### src/rtl/hrlc_pkg.sv
package hrlc_pkg;

	localparam int MAX_EXT_LEN = 4;
	localparam int EXT_LIMIT = (MAX_EXT_LEN < 7) ? MAX_EXT_LEN : 7;
	localparam int EXT_COUNT = 9;

	localparam logic [7:0] CH_SP    = 8'h20;
	localparam logic [7:0] CH_CR    = 8'h0D;
	localparam logic [7:0] CH_DOT   = 8'h2E;
	localparam logic [7:0] CH_SLASH = 8'h2F;
	localparam logic [7:0] CH_ZERO  = 8'h30;
	localparam logic [7:0] CH_ONE   = 8'h31;
	localparam logic [7:0] CH_NUL   = 8'h00;

	localparam logic [2:0] V_OK      = 3'd0;
	localparam logic [2:0] V_METHOD  = 3'd1;
	localparam logic [2:0] V_PROTO   = 3'd2;
	localparam logic [2:0] V_EXT     = 3'd3;
	localparam logic [2:0] V_MISSING = 3'd4;

	typedef enum logic [5:0] {
		PH_SKIP_METHOD = 6'b000001,
		PH_METHOD      = 6'b000010,
		PH_SKIP_PATH   = 6'b000100,
		PH_PATH        = 6'b001000,
		PH_SKIP_CR     = 6'b010000,
		PH_PROTO       = 6'b100000
	} phase_t;

	typedef struct packed {
		logic [2:0] verdict;
		logic       media_kind;
		logic [3:0] media_subtype;
		logic       default_index;
	} res_t;

	// Extensions are packed first character in the low byte, zero filled.
	localparam logic [2:0] EXT_LEN [EXT_COUNT] = '{
		3'd4, 3'd3, 3'd3, 3'd2, 3'd3, 3'd3, 3'd3, 3'd4, 3'd3};
	localparam logic [31:0] EXT_PACK [EXT_COUNT] = '{
		32'h6C6D7468, 32'h006D7468, 32'h00737363, 32'h0000736A, 32'h00747874,
		32'h00666967, 32'h0067706A, 32'h6765706A, 32'h00676E70};
	localparam logic EXT_KIND [EXT_COUNT] = '{
		1'b0, 1'b0, 1'b0, 1'b0, 1'b0, 1'b1, 1'b1, 1'b1, 1'b1};
	localparam logic [3:0] EXT_SUB [EXT_COUNT] = '{
		4'd0, 4'd1, 4'd2, 4'd3, 4'd4, 4'd5, 4'd6, 4'd7, 4'd8};

	function automatic logic [7:0] get_char(input logic [1:0] pos);
		logic [7:0] c;
		unique case (pos)
			2'd0: c = 8'h47;
			2'd1: c = 8'h45;
			2'd2: c = 8'h54;
			default: c = CH_NUL;
		endcase
		return c;
	endfunction

	function automatic logic [7:0] proto_char(input logic [2:0] pos);
		logic [7:0] c;
		unique case (pos)
			3'd0: c = 8'h48;
			3'd1: c = 8'h54;
			3'd2: c = 8'h54;
			3'd3: c = 8'h50;
			3'd4: c = 8'h2F;
			3'd5: c = 8'h31;
			3'd6: c = 8'h2E;
			default: c = CH_NUL;
		endcase
		return c;
	endfunction

	// Protocol match flag after one more protocol byte.
	function automatic logic proto_next(input logic pm, input logic [3:0] pos,
		input logic [7:0] b);
		logic r;
		r = pm;
		if (pos < 4'd7) begin
			if (b != proto_char(pos[2:0]))
				r = 1'b0;
		end else if (pos == 4'd7) begin
			if (b != CH_ZERO && b != CH_ONE)
				r = 1'b0;
		end else begin
			r = 1'b0;
		end
		return r;
	endfunction

	function automatic res_t judge(input logic mm, input logic pm, input logic [7:0] lpb,
		input logic dot, input logic long_ext, input logic [2:0] el, input logic [31:0] eb);
		res_t r;
		r = '0;
		if (!mm) begin
			r.verdict = V_METHOD;
		end else if (!pm) begin
			r.verdict = V_PROTO;
		end else if (lpb == CH_SLASH) begin
			r.verdict = V_OK;
			r.default_index = 1'b1;
		end else if (!dot) begin
			r.verdict = V_MISSING;
		end else begin
			r.verdict = V_EXT;
			if (!long_ext) begin
				// Walk downward so the first table entry that matches wins.
				for (int i = EXT_COUNT - 1; i >= 0; i--) begin
					if (EXT_LEN[i] == el && EXT_PACK[i] == eb) begin
						r.verdict = V_OK;
						r.media_kind = EXT_KIND[i];
						r.media_subtype = EXT_SUB[i];
					end
				end
			end
		end
		return r;
	endfunction

endpackage

### src/rtl/hrlc_if.sv
interface hrlc_in_if;
	logic       valid;
	logic       ready;
	logic [7:0] data_byte;
	logic       end_of_request;

	modport source(output valid, output data_byte, output end_of_request, input ready);
	modport sink(input valid, input data_byte, input end_of_request, output ready);
endinterface

interface hrlc_out_if;
	logic       valid;
	logic       ready;
	logic [2:0] verdict;
	logic       media_kind;
	logic [3:0] media_subtype;
	logic       default_index;

	modport source(output valid, output verdict, output media_kind, output media_subtype,
		output default_index, input ready);
	modport sink(input valid, input verdict, input media_kind, input media_subtype,
		input default_index, output ready);
endinterface

### src/rtl/http_request_line_classifier_unit.sv
// HTTP request line classifier.
// Channel req carries the request one byte per transaction (data_byte) with
// end_of_request marking the last byte of the buffer. Channel rsp carries one
// verdict per request: verdict, media_kind, media_subtype and default_index.
// A verdict appears when a carriage return closes the protocol token, or at a
// zero byte or the end_of_request byte if none was given yet; bytes after a
// verdict are dropped until end_of_request, which also clears the parser.
// A byte is taken into an input register and classified by the parser from
// there; its verdict, if any, lands in the output register that drives rsp.
// Throughput is one byte per cycle while rsp does not stall, set by the single
// parser stage that updates its state once per byte.
// When rsp stalls, the input register holds its byte and req.ready drops
// once that register is full; the output register keeps its verdict stable.
// Reset (arst_n low) empties both registers and returns the parser to the
// start of a request.
module http_request_line_classifier_unit (
	input  logic         clk,
	input  logic         arst_n,
	hrlc_in_if.sink      req,
	hrlc_out_if.source   rsp
);

	logic                valid_s1;
	logic [7:0]          byte_s1;
	logic                last_s1;
	logic                advance;
	logic                res_valid;
	hrlc_pkg::res_t      res;
	logic                out_valid_q;
	hrlc_pkg::res_t      out_q;

	assign advance = !out_valid_q || rsp.ready;
	assign req.ready = !valid_s1 || advance;

	always_ff @(posedge clk or negedge arst_n) begin
		if (!arst_n)
			valid_s1 <= 1'b0;
		else if (req.ready)
			valid_s1 <= req.valid;
	end

	always_ff @(posedge clk) begin
		if (req.valid && req.ready) begin
			byte_s1 <= req.data_byte;
			last_s1 <= req.end_of_request;
		end
	end

	hrlc_core u_core (
		.clk       (clk),
		.arst_n    (arst_n),
		.step_en   (valid_s1 && advance),
		.data_byte (byte_s1),
		.last      (last_s1),
		.res_valid (res_valid),
		.res       (res)
	);

	always_ff @(posedge clk or negedge arst_n) begin
		if (!arst_n)
			out_valid_q <= 1'b0;
		else if (advance)
			out_valid_q <= valid_s1 && res_valid;
	end

	always_ff @(posedge clk) begin
		if (advance && valid_s1 && res_valid)
			out_q <= res;
	end

	assign rsp.valid = out_valid_q;
	assign rsp.verdict = out_q.verdict;
	assign rsp.media_kind = out_q.media_kind;
	assign rsp.media_subtype = out_q.media_subtype;
	assign rsp.default_index = out_q.default_index;

endmodule

### src/rtl/hrlc_core.sv
module hrlc_core (
	input  logic                clk,
	input  logic                arst_n,
	input  logic                step_en,
	input  logic [7:0]          data_byte,
	input  logic                last,
	output logic                res_valid,
	output hrlc_pkg::res_t      res
);

	hrlc_pkg::phase_t phase_q, n_phase;
	logic [3:0]  pos_q, n_pos;
	logic        mm_q, n_mm;
	logic        pm_q, n_pm;
	logic        dot_q, n_dot;
	logic [31:0] eb_q, n_eb;
	logic [2:0]  el_q, n_el;
	logic        long_q, n_long;
	logic [7:0]  lpb_q, n_lpb;
	logic        sent_q, n_sent;

	always_comb begin
		logic stop;
		logic mm_f;
		stop = 1'b0;
		mm_f = 1'b0;
		n_phase = phase_q;
		n_pos = pos_q;
		n_mm = mm_q;
		n_pm = pm_q;
		n_dot = dot_q;
		n_eb = eb_q;
		n_el = el_q;
		n_long = long_q;
		n_lpb = lpb_q;
		n_sent = sent_q;
		res_valid = 1'b0;
		res = '0;

		if (!sent_q && data_byte != hrlc_pkg::CH_NUL) begin
			if (n_phase == hrlc_pkg::PH_SKIP_METHOD) begin
				if (data_byte == hrlc_pkg::CH_SP) begin
					stop = 1'b1;
				end else begin
					n_phase = hrlc_pkg::PH_METHOD;
					n_pos = 4'd0;
					n_mm = 1'b1;
				end
			end
			if (!stop && n_phase == hrlc_pkg::PH_METHOD) begin
				stop = 1'b1;
				if (data_byte == hrlc_pkg::CH_SP) begin
					n_mm = n_mm && n_pos == 4'd3;
					n_phase = hrlc_pkg::PH_SKIP_PATH;
				end else begin
					if (n_pos >= 4'd3 || data_byte != hrlc_pkg::get_char(n_pos[1:0]))
						n_mm = 1'b0;
					if (n_pos != 4'd15)
						n_pos = n_pos + 4'd1;
				end
			end
			if (!stop && n_phase == hrlc_pkg::PH_SKIP_PATH) begin
				if (data_byte == hrlc_pkg::CH_SP)
					stop = 1'b1;
				else
					n_phase = hrlc_pkg::PH_PATH;
			end
			if (!stop && n_phase == hrlc_pkg::PH_PATH) begin
				stop = 1'b1;
				if (data_byte == hrlc_pkg::CH_SP) begin
					n_phase = hrlc_pkg::PH_SKIP_CR;
				end else begin
					n_lpb = data_byte;
					if (data_byte == hrlc_pkg::CH_DOT) begin
						n_dot = 1'b1;
						n_eb = '0;
						n_el = '0;
						n_long = 1'b0;
					end else if (dot_q && !long_q) begin
						if (el_q >= 3'(hrlc_pkg::EXT_LIMIT)) begin
							n_long = 1'b1;
						end else begin
							// Only the first four extension bytes are kept.
							if (!el_q[2])
								n_eb[{el_q[1:0], 3'b000} +: 8] = data_byte;
							n_el = el_q + 3'd1;
						end
					end
				end
			end
			if (!stop && n_phase == hrlc_pkg::PH_SKIP_CR) begin
				stop = 1'b1;
				if (data_byte != hrlc_pkg::CH_CR) begin
					n_phase = hrlc_pkg::PH_PROTO;
					n_pm = hrlc_pkg::proto_next(1'b1, 4'd0, data_byte);
					n_pos = 4'd1;
				end
			end
			if (!stop && n_phase == hrlc_pkg::PH_PROTO) begin
				if (data_byte == hrlc_pkg::CH_CR) begin
					n_pm = n_pm && n_pos == 4'd8;
					res = hrlc_pkg::judge(n_mm, n_pm, n_lpb, n_dot, n_long, n_el, n_eb);
					res_valid = 1'b1;
				end else begin
					n_pm = hrlc_pkg::proto_next(n_pm, n_pos, data_byte);
					if (n_pos != 4'd15)
						n_pos = n_pos + 4'd1;
				end
			end
		end

		// The request text ended before a carriage return closed the protocol.
		if (!sent_q && !res_valid && (data_byte == hrlc_pkg::CH_NUL || last)) begin
			res_valid = 1'b1;
			mm_f = (n_phase == hrlc_pkg::PH_METHOD) ? (n_mm && n_pos == 4'd3) : n_mm;
			if (n_phase == hrlc_pkg::PH_SKIP_METHOD)
				res.verdict = hrlc_pkg::V_MISSING;
			else if (!mm_f)
				res.verdict = hrlc_pkg::V_METHOD;
			else if (n_phase == hrlc_pkg::PH_PROTO)
				res = hrlc_pkg::judge(mm_f, n_pm && n_pos == 4'd8, n_lpb, n_dot, n_long,
					n_el, n_eb);
			else
				res.verdict = hrlc_pkg::V_MISSING;
		end

		if (res_valid)
			n_sent = 1'b1;

		if (last) begin
			n_phase = hrlc_pkg::PH_SKIP_METHOD;
			n_pos = '0;
			n_mm = 1'b1;
			n_pm = 1'b1;
			n_dot = 1'b0;
			n_eb = '0;
			n_el = '0;
			n_long = 1'b0;
			n_lpb = '0;
			n_sent = 1'b0;
		end
	end

	always_ff @(posedge clk or negedge arst_n) begin
		if (!arst_n) begin
			phase_q <= hrlc_pkg::PH_SKIP_METHOD;
			pos_q <= '0;
			mm_q <= 1'b1;
			pm_q <= 1'b1;
			dot_q <= 1'b0;
			eb_q <= '0;
			el_q <= '0;
			long_q <= 1'b0;
			lpb_q <= '0;
			sent_q <= 1'b0;
		end else if (step_en) begin
			phase_q <= n_phase;
			pos_q <= n_pos;
			mm_q <= n_mm;
			pm_q <= n_pm;
			dot_q <= n_dot;
			eb_q <= n_eb;
			el_q <= n_el;
			long_q <= n_long;
			lpb_q <= n_lpb;
			sent_q <= n_sent;
		end
	end

endmodule

### src/flat_wrapper.sv
// flat-port wrapper written by rule: the top's interface ports become plain ports
module http_request_line_classifier_unit_flat 
  (clk, arst_n, req_valid, req_data_byte, req_end_of_request, req_ready, rsp_valid, rsp_verdict, rsp_media_kind, rsp_media_subtype, rsp_default_index, rsp_ready);
  hrlc_in_if req_i ();
  hrlc_out_if rsp_i ();
  input  logic clk;
  input  logic arst_n;
  input wire logic [$bits(req_i.valid)-1:0] req_valid;
  input wire logic [$bits(req_i.data_byte)-1:0] req_data_byte;
  input wire logic [$bits(req_i.end_of_request)-1:0] req_end_of_request;
  output wire logic [$bits(req_i.ready)-1:0] req_ready;
  output wire logic [$bits(rsp_i.valid)-1:0] rsp_valid;
  output wire logic [$bits(rsp_i.verdict)-1:0] rsp_verdict;
  output wire logic [$bits(rsp_i.media_kind)-1:0] rsp_media_kind;
  output wire logic [$bits(rsp_i.media_subtype)-1:0] rsp_media_subtype;
  output wire logic [$bits(rsp_i.default_index)-1:0] rsp_default_index;
  input wire logic [$bits(rsp_i.ready)-1:0] rsp_ready;
  assign req_i.valid = req_valid;
  assign req_i.data_byte = req_data_byte;
  assign req_i.end_of_request = req_end_of_request;
  assign req_ready = req_i.ready;
  assign rsp_valid = rsp_i.valid;
  assign rsp_verdict = rsp_i.verdict;
  assign rsp_media_kind = rsp_i.media_kind;
  assign rsp_media_subtype = rsp_i.media_subtype;
  assign rsp_default_index = rsp_i.default_index;
  assign rsp_i.ready = rsp_ready;
  http_request_line_classifier_unit u_core (.clk(clk), .arst_n(arst_n), .req(req_i), .rsp(rsp_i));
endmodule
### config.mk
export PLATFORM = sky130hd
export DESIGN_NAME = http_request_line_classifier_unit_flat
export DESIGN_NICKNAME = d
export VERILOG_FILES = /design/src/rtl/hrlc_pkg.sv /design/src/rtl/hrlc_if.sv /design/src/rtl/http_request_line_classifier_unit.sv /design/src/rtl/hrlc_core.sv /design/src/flat_wrapper.sv
export SDC_FILE = /design/constraint.sdc
export NUM_CORES = 1
export LEC_CHECK = 0
export ABC_AREA = 1
export BUFFER_PORTS_ARGS = -buffer_cell sky130_fd_sc_hd__buf_2
export CORE_ASPECT_RATIO = 1.1
export CORE_MARGIN = 5
export CORE_UTILIZATION = 55
export CTS_CLUSTER_DIAMETER = 100
export DETAILED_ROUTE_END_ITERATION = 10
export GPL_TIMING_DRIVEN = 0
export HOLD_SLACK_MARGIN = 0.06
export PLACE_DENSITY = 0.75
export SKIP_CTS_REPAIR_TIMING = 1
export SLEW_MARGIN = 30
export SYNTH_ARGS = -nofsm -noshare
export SYNTH_HDL_FRONTEND = slang
export SYNTH_SLANG_ARGS = --single-unit
### constraint.sdc
create_clock -name clk -period 3.94 [get_ports clk]
set_clock_uncertainty 0.2 [all_clocks]
set_input_delay 0.591 -clock clk [delete_from_list [all_inputs] [get_ports clk]]
set_output_delay 0.591 -clock clk [all_outputs]
set_load 0.03 [all_outputs]
==> results_tabular.tex <==
\begin{tabular}{lr}
\hline
Metric & Value \\
\hline
\multicolumn{2}{l}{\textbf{Run status}} \\
Status & complete, but fails checks \\
Violations in the final reports & negative setup slack \\
\multicolumn{2}{l}{\textbf{Synthesis}} \\
Post-synthesis sequential area ratio & 0.2504 \\
Cell Area, Synth & 8169 sq um \\
Cell count after synthesis & 1,392 \\
Most area-consuming cells after synthesis & sky130\_fd\_sc\_hd\_\_nand2\_1 20\%, sky130\_fd\_sc\_hd\_\_dfrtp\_1 17\%, sky130\_fd\_sc\_hd\_\_inv\_1 7.7\% \\
Most frequent cell after synthesis & sky130\_fd\_sc\_hd\_\_nand2\_1 \\
Number of warnings printed during yosys synthesis & 0 \\
Yosys reg bits & 78 \\
Synthesized Nets & 1,420 \\
Proportion of netlist area held by the largest area contributor & 0.2036 \\
FFs w/ async S/R, synth & 0.7692 \\
Number of distinct library cell variants in the gate-level netlist after synthesis & 47 \\
Top cells by instance count after synthesis & 443 x sky130\_fd\_sc\_hd\_\_nand2\_1, 167 x sky130\_fd\_sc\_hd\_\_inv\_1, 133 x sky130\_fd\_sc\_hd\_\_nor2\_1, 111 x sky130\_fd\_sc\_hd\_\_o21ai\_0, 103 x sky130\_fd\_sc\_hd\_\_nand3\_1 \\
Top FF cell, synth & sky130\_fd\_sc\_hd\_\_dfrtp\_1 \\
Area leader, netlist & sky130\_fd\_sc\_hd\_\_nand2\_1 \\
Avg Synthesized Cell Area & $\sim$6 sq um \\
Number of synthesized flops with an enable pin & 18 \\
\multicolumn{2}{l}{\textbf{Clock network}} \\
Level count of the clock H-tree & 3 \\
Clock latency on the worst-skew pair & approximately 0.36 ns \\
Clock root buffer master & sky130\_fd\_sc\_hd\_\_clkbuf\_16 \\
Clock-pin transition on the worst setup and hold timing paths & roughly 0.07 ns \\
CTS tree & yes \\
CTS Buf Count & 9 \\
Clock Path Buffers & 2 \\
Clock net sink count & 78 \\
\multicolumn{2}{l}{\textbf{Placement}} \\
IO Port Bufs & 23 \\
Half-perimeter wire length after placement & 24,940 um \\
Placed Instances & 1,608 \\
Pre-CTS setup slack & -1.172 ns \\
Final weighted congestion in routability-driven placement & $\sim$1 \\
\multicolumn{2}{l}{\textbf{Floorplanning}} \\
Height of the die & approximately 140 um \\
I/O pin cnt & 24 \\
Initial core utilization & 0.5632 \\
Core region area & between 10,000 and 15,000 sq um \\
Die footprint & 17,390 sq um \\
Placement Rows & 46 \\
Die outline width & 126.2 um \\
\multicolumn{2}{l}{\textbf{Global routing}} \\
Via count of the first global-routing pass & between 9,000 and 10,000 \\
Global-route wire length before repair & 48,870 um \\
Overflow after GRT & 0 \\
Number of antenna violations at the first check in global routing & 0 \\
Total Routing Usage GR & 0.3677 \\
Largest net degree at the start of global routing & 47 \\
\multicolumn{2}{l}{\textbf{Layout}} \\
Finished Layout Cells & 1,699 \\
Layout cells sized above 1 & 0.1792 \\
Number of nets in the layout & 1,530 \\
Layout overhead on the synthesized area & 21.99\% \\
Inserted Diodes & 0 \\
\multicolumn{2}{l}{\textbf{STA}} \\
Worst slew margin & 0.4452 \\
Final period utilization & 1.159 \\
Actual transition at the worst max-transition pin & 0.8322 ns \\
Highest clock rate & 0.2189 GHz \\
Number of hold violations in the final report & 0 \\
Setup violators final & 10 \\
Post-layout min period & 4.568 ns \\
Unrepaired setup endpoints after global routing & true \\
Final setup slack of the worst path & -0.6279 ns \\
Number of max-slew violations in the final report & 0 \\
\multicolumn{2}{l}{\textbf{Route}} \\
Antenna violation net count after detailed routing & 0 \\
Total Routed Length & 34,240 um \\
1st-pass router iterations & 8 \\
Via count of the routed design & around 11,000 \\
Average routed wire per standard cell & roughly 20 um \\
Number of vias per cell & 6.214 \\
Total DRC errors in the routed layout & 0 \\
Starting DRT DRC Count & 1,315 \\
\multicolumn{2}{l}{\textbf{Critical path}} \\
Data required time at the worst endpoint & 3.97 ns \\
Worst Path Class, Setup & flip-flop to flip-flop \\
Worst path slowest cell & sky130\_fd\_sc\_hd\_\_edfxtp\_1 \\
Delay contributed by the slowest stage of the critical path & between 0.4 and 0.5 ns \\
Critical Path AT & 4.60 ns \\
Largest fanout on the critical path & 8 \\
CP endpoint kind & flip-flop \\
Cell seen most often among critical-path stages & sky130\_fd\_sc\_hd\_\_nand2\_1 \\
Category of the worst setup path launch point & flip-flop \\
\multicolumn{2}{l}{\textbf{Pwr}} \\
Total power divided by cell area & 678.9 nW/um\^{}2 \\
Maximum VDD drop & 0.7892 mV \\
Leakage power & 4.721 nW \\
\multicolumn{2}{l}{\textbf{Hold path}} \\
Hold/Removal Path Class & input pin to flip-flop \\
\multicolumn{2}{l}{\textbf{Job}} \\
Number of violations of the max-capacitance limit & 0 \\
\hline
\end{tabular}
-- worst max-delay path, delay by kind of cell, from the launching register on --
kind | cells | cell delay (ns)
buffers and inverters | 5 | 0.60
adder cells (fa/ha/maj) | 1 | 0.13
flip-flops | 1 | 0.48
AND/OR/NAND/NOR | 17 | 2.53
AO/OA/AOI/OAI | 3 | 0.51
-- layout make-up --
class | count | area (sq um)
Multi-Input combinational cell | 1067 | 5567
Fill cell | 1322 | 4538
Sequential cell | 78 | 2048
Inverter | 185 | 745.7
Timing Repair Buffer | 100 | 735.7
Buffer | 61 | 306.5
Tap cell | 192 | 240.2
Clock buffer | 10 | 229.0
Clock inverter | 6 | 93.84
-- cell families (layout without fill, tap and decap cells) --
kind of cell / count (synthesis) / after routing / share of synthesized area
adder cells (fa/ha/maj): 15 / 15 / 0.02297
AO/OA/AOI/OAI: 240 / 240 / 0.1711
flip-flops: 78 / 78 / 0.2504
XOR/XNOR: 3 / 3 / 0.003217
buffers and inverters: 247 / 362 / 0.1185
AND/OR/NAND/NOR: 809 / 809 / 0.4338
-- flip-flops by register name (all words and copies together), names as in the netlist --
name                      cells
u_core.u_core.mm_q            1
u_core.byte_s1                8
u_core.u_core.el_q            3
u_core.u_core.eb_q           32
u_core.rsp.media_kind         1
u_core.u_core.long_q          1
u_core.u_core.sent_q          1
u_core.rsp.media_subtype      4
u_core.valid_s1               1
u_core.rsp.verdict            3
u_core.u_core.dot_q           1
u_core.rsp.default_index      1
u_core.u_core.pm_q            1
u_core.u_core.pos_q           4
u_core.rsp.valid              1
u_core.u_core.lpb_q           8
u_core.u_core.phase_q         6
u_core.last_s1                1
-- per-layer routing --
layer / vias up / global-route usage / part of all wire
met5: - / 0 / 0
met4: 0 / 0.2157 / 0.084
met3: 198 / 0.07328 / 0.097
met1: 4812 / 0.4552 / 0.38
li1: 4846 / - / -
met2: 702 / 0.5976 / 0.44
-- power by group --
part	internal, mW	switching, mW
Clock	0.562	0.397
Sequential	1.04	0.237
Combinational	1.44	3.10
-- worst paths after layout --
kind / slack [ns] / endpoint / cells after the start / start
setup / recovery: -0.63 / u_core.rsp.media_kind / 26 / u_core.byte_s1[6]
hold / removal: 0.21 / u_core.byte_s1[0] / 1 / req_data_byte[0]
setup reg to reg: -0.63 / u_core.rsp.media_kind / 26 / u_core.byte_s1[6]
hold reg to reg: 0.29 / u_core.u_core.sent_q / 1 / u_core.last_s1
max in group asynchronous: 2.46 / u_core.u_core.phase_q[0] / 3 / arst_n
min in group asynchronous: 0.47 / u_core.u_core.eb_q[28] / 2 / arst_n
-- metrics by stage --
stage	hold slack (ns)	utilization	setup TNS, ns	area, sq um	power [mW]
global route	0.2009	0.6871	-7.812	9966	7.217
detailed placement	0.2821	0.5913	-19.06	8576	4.899
global placement	0.2768	0.5892	-18.09	8546	4.835
finish	0.2094	0.6871	-5.110	9966	6.766
CTS	-0.07595	0.6135	-19.49	8899	5.860
floorplan	0.09541	-	0	8190	3.908
-- cell usage in the layout, fill, tap and decap left out, drive strengths merged, types with 2 or more instances in the layout --
cell type	count
a21boi	2
a21oi	33
a22o	2
a31oi	5
buf	120
bufinv	2
clkbuf	50
clkinv	3
clkinvlp	4
dfrtp	57
dfstp	3
edfxtp	18
ha	15
inv	182
nand2	449
nand3	108
nand3b	5
nand4	62
nor2	143
nor3	29
nor3b	2
nor4	8
o2111ai	14
o211ai	4
o21ai	129
o22ai	43
o31ai	5
xor2	3
Note: power is estimated with default switching activity, not from simulation.
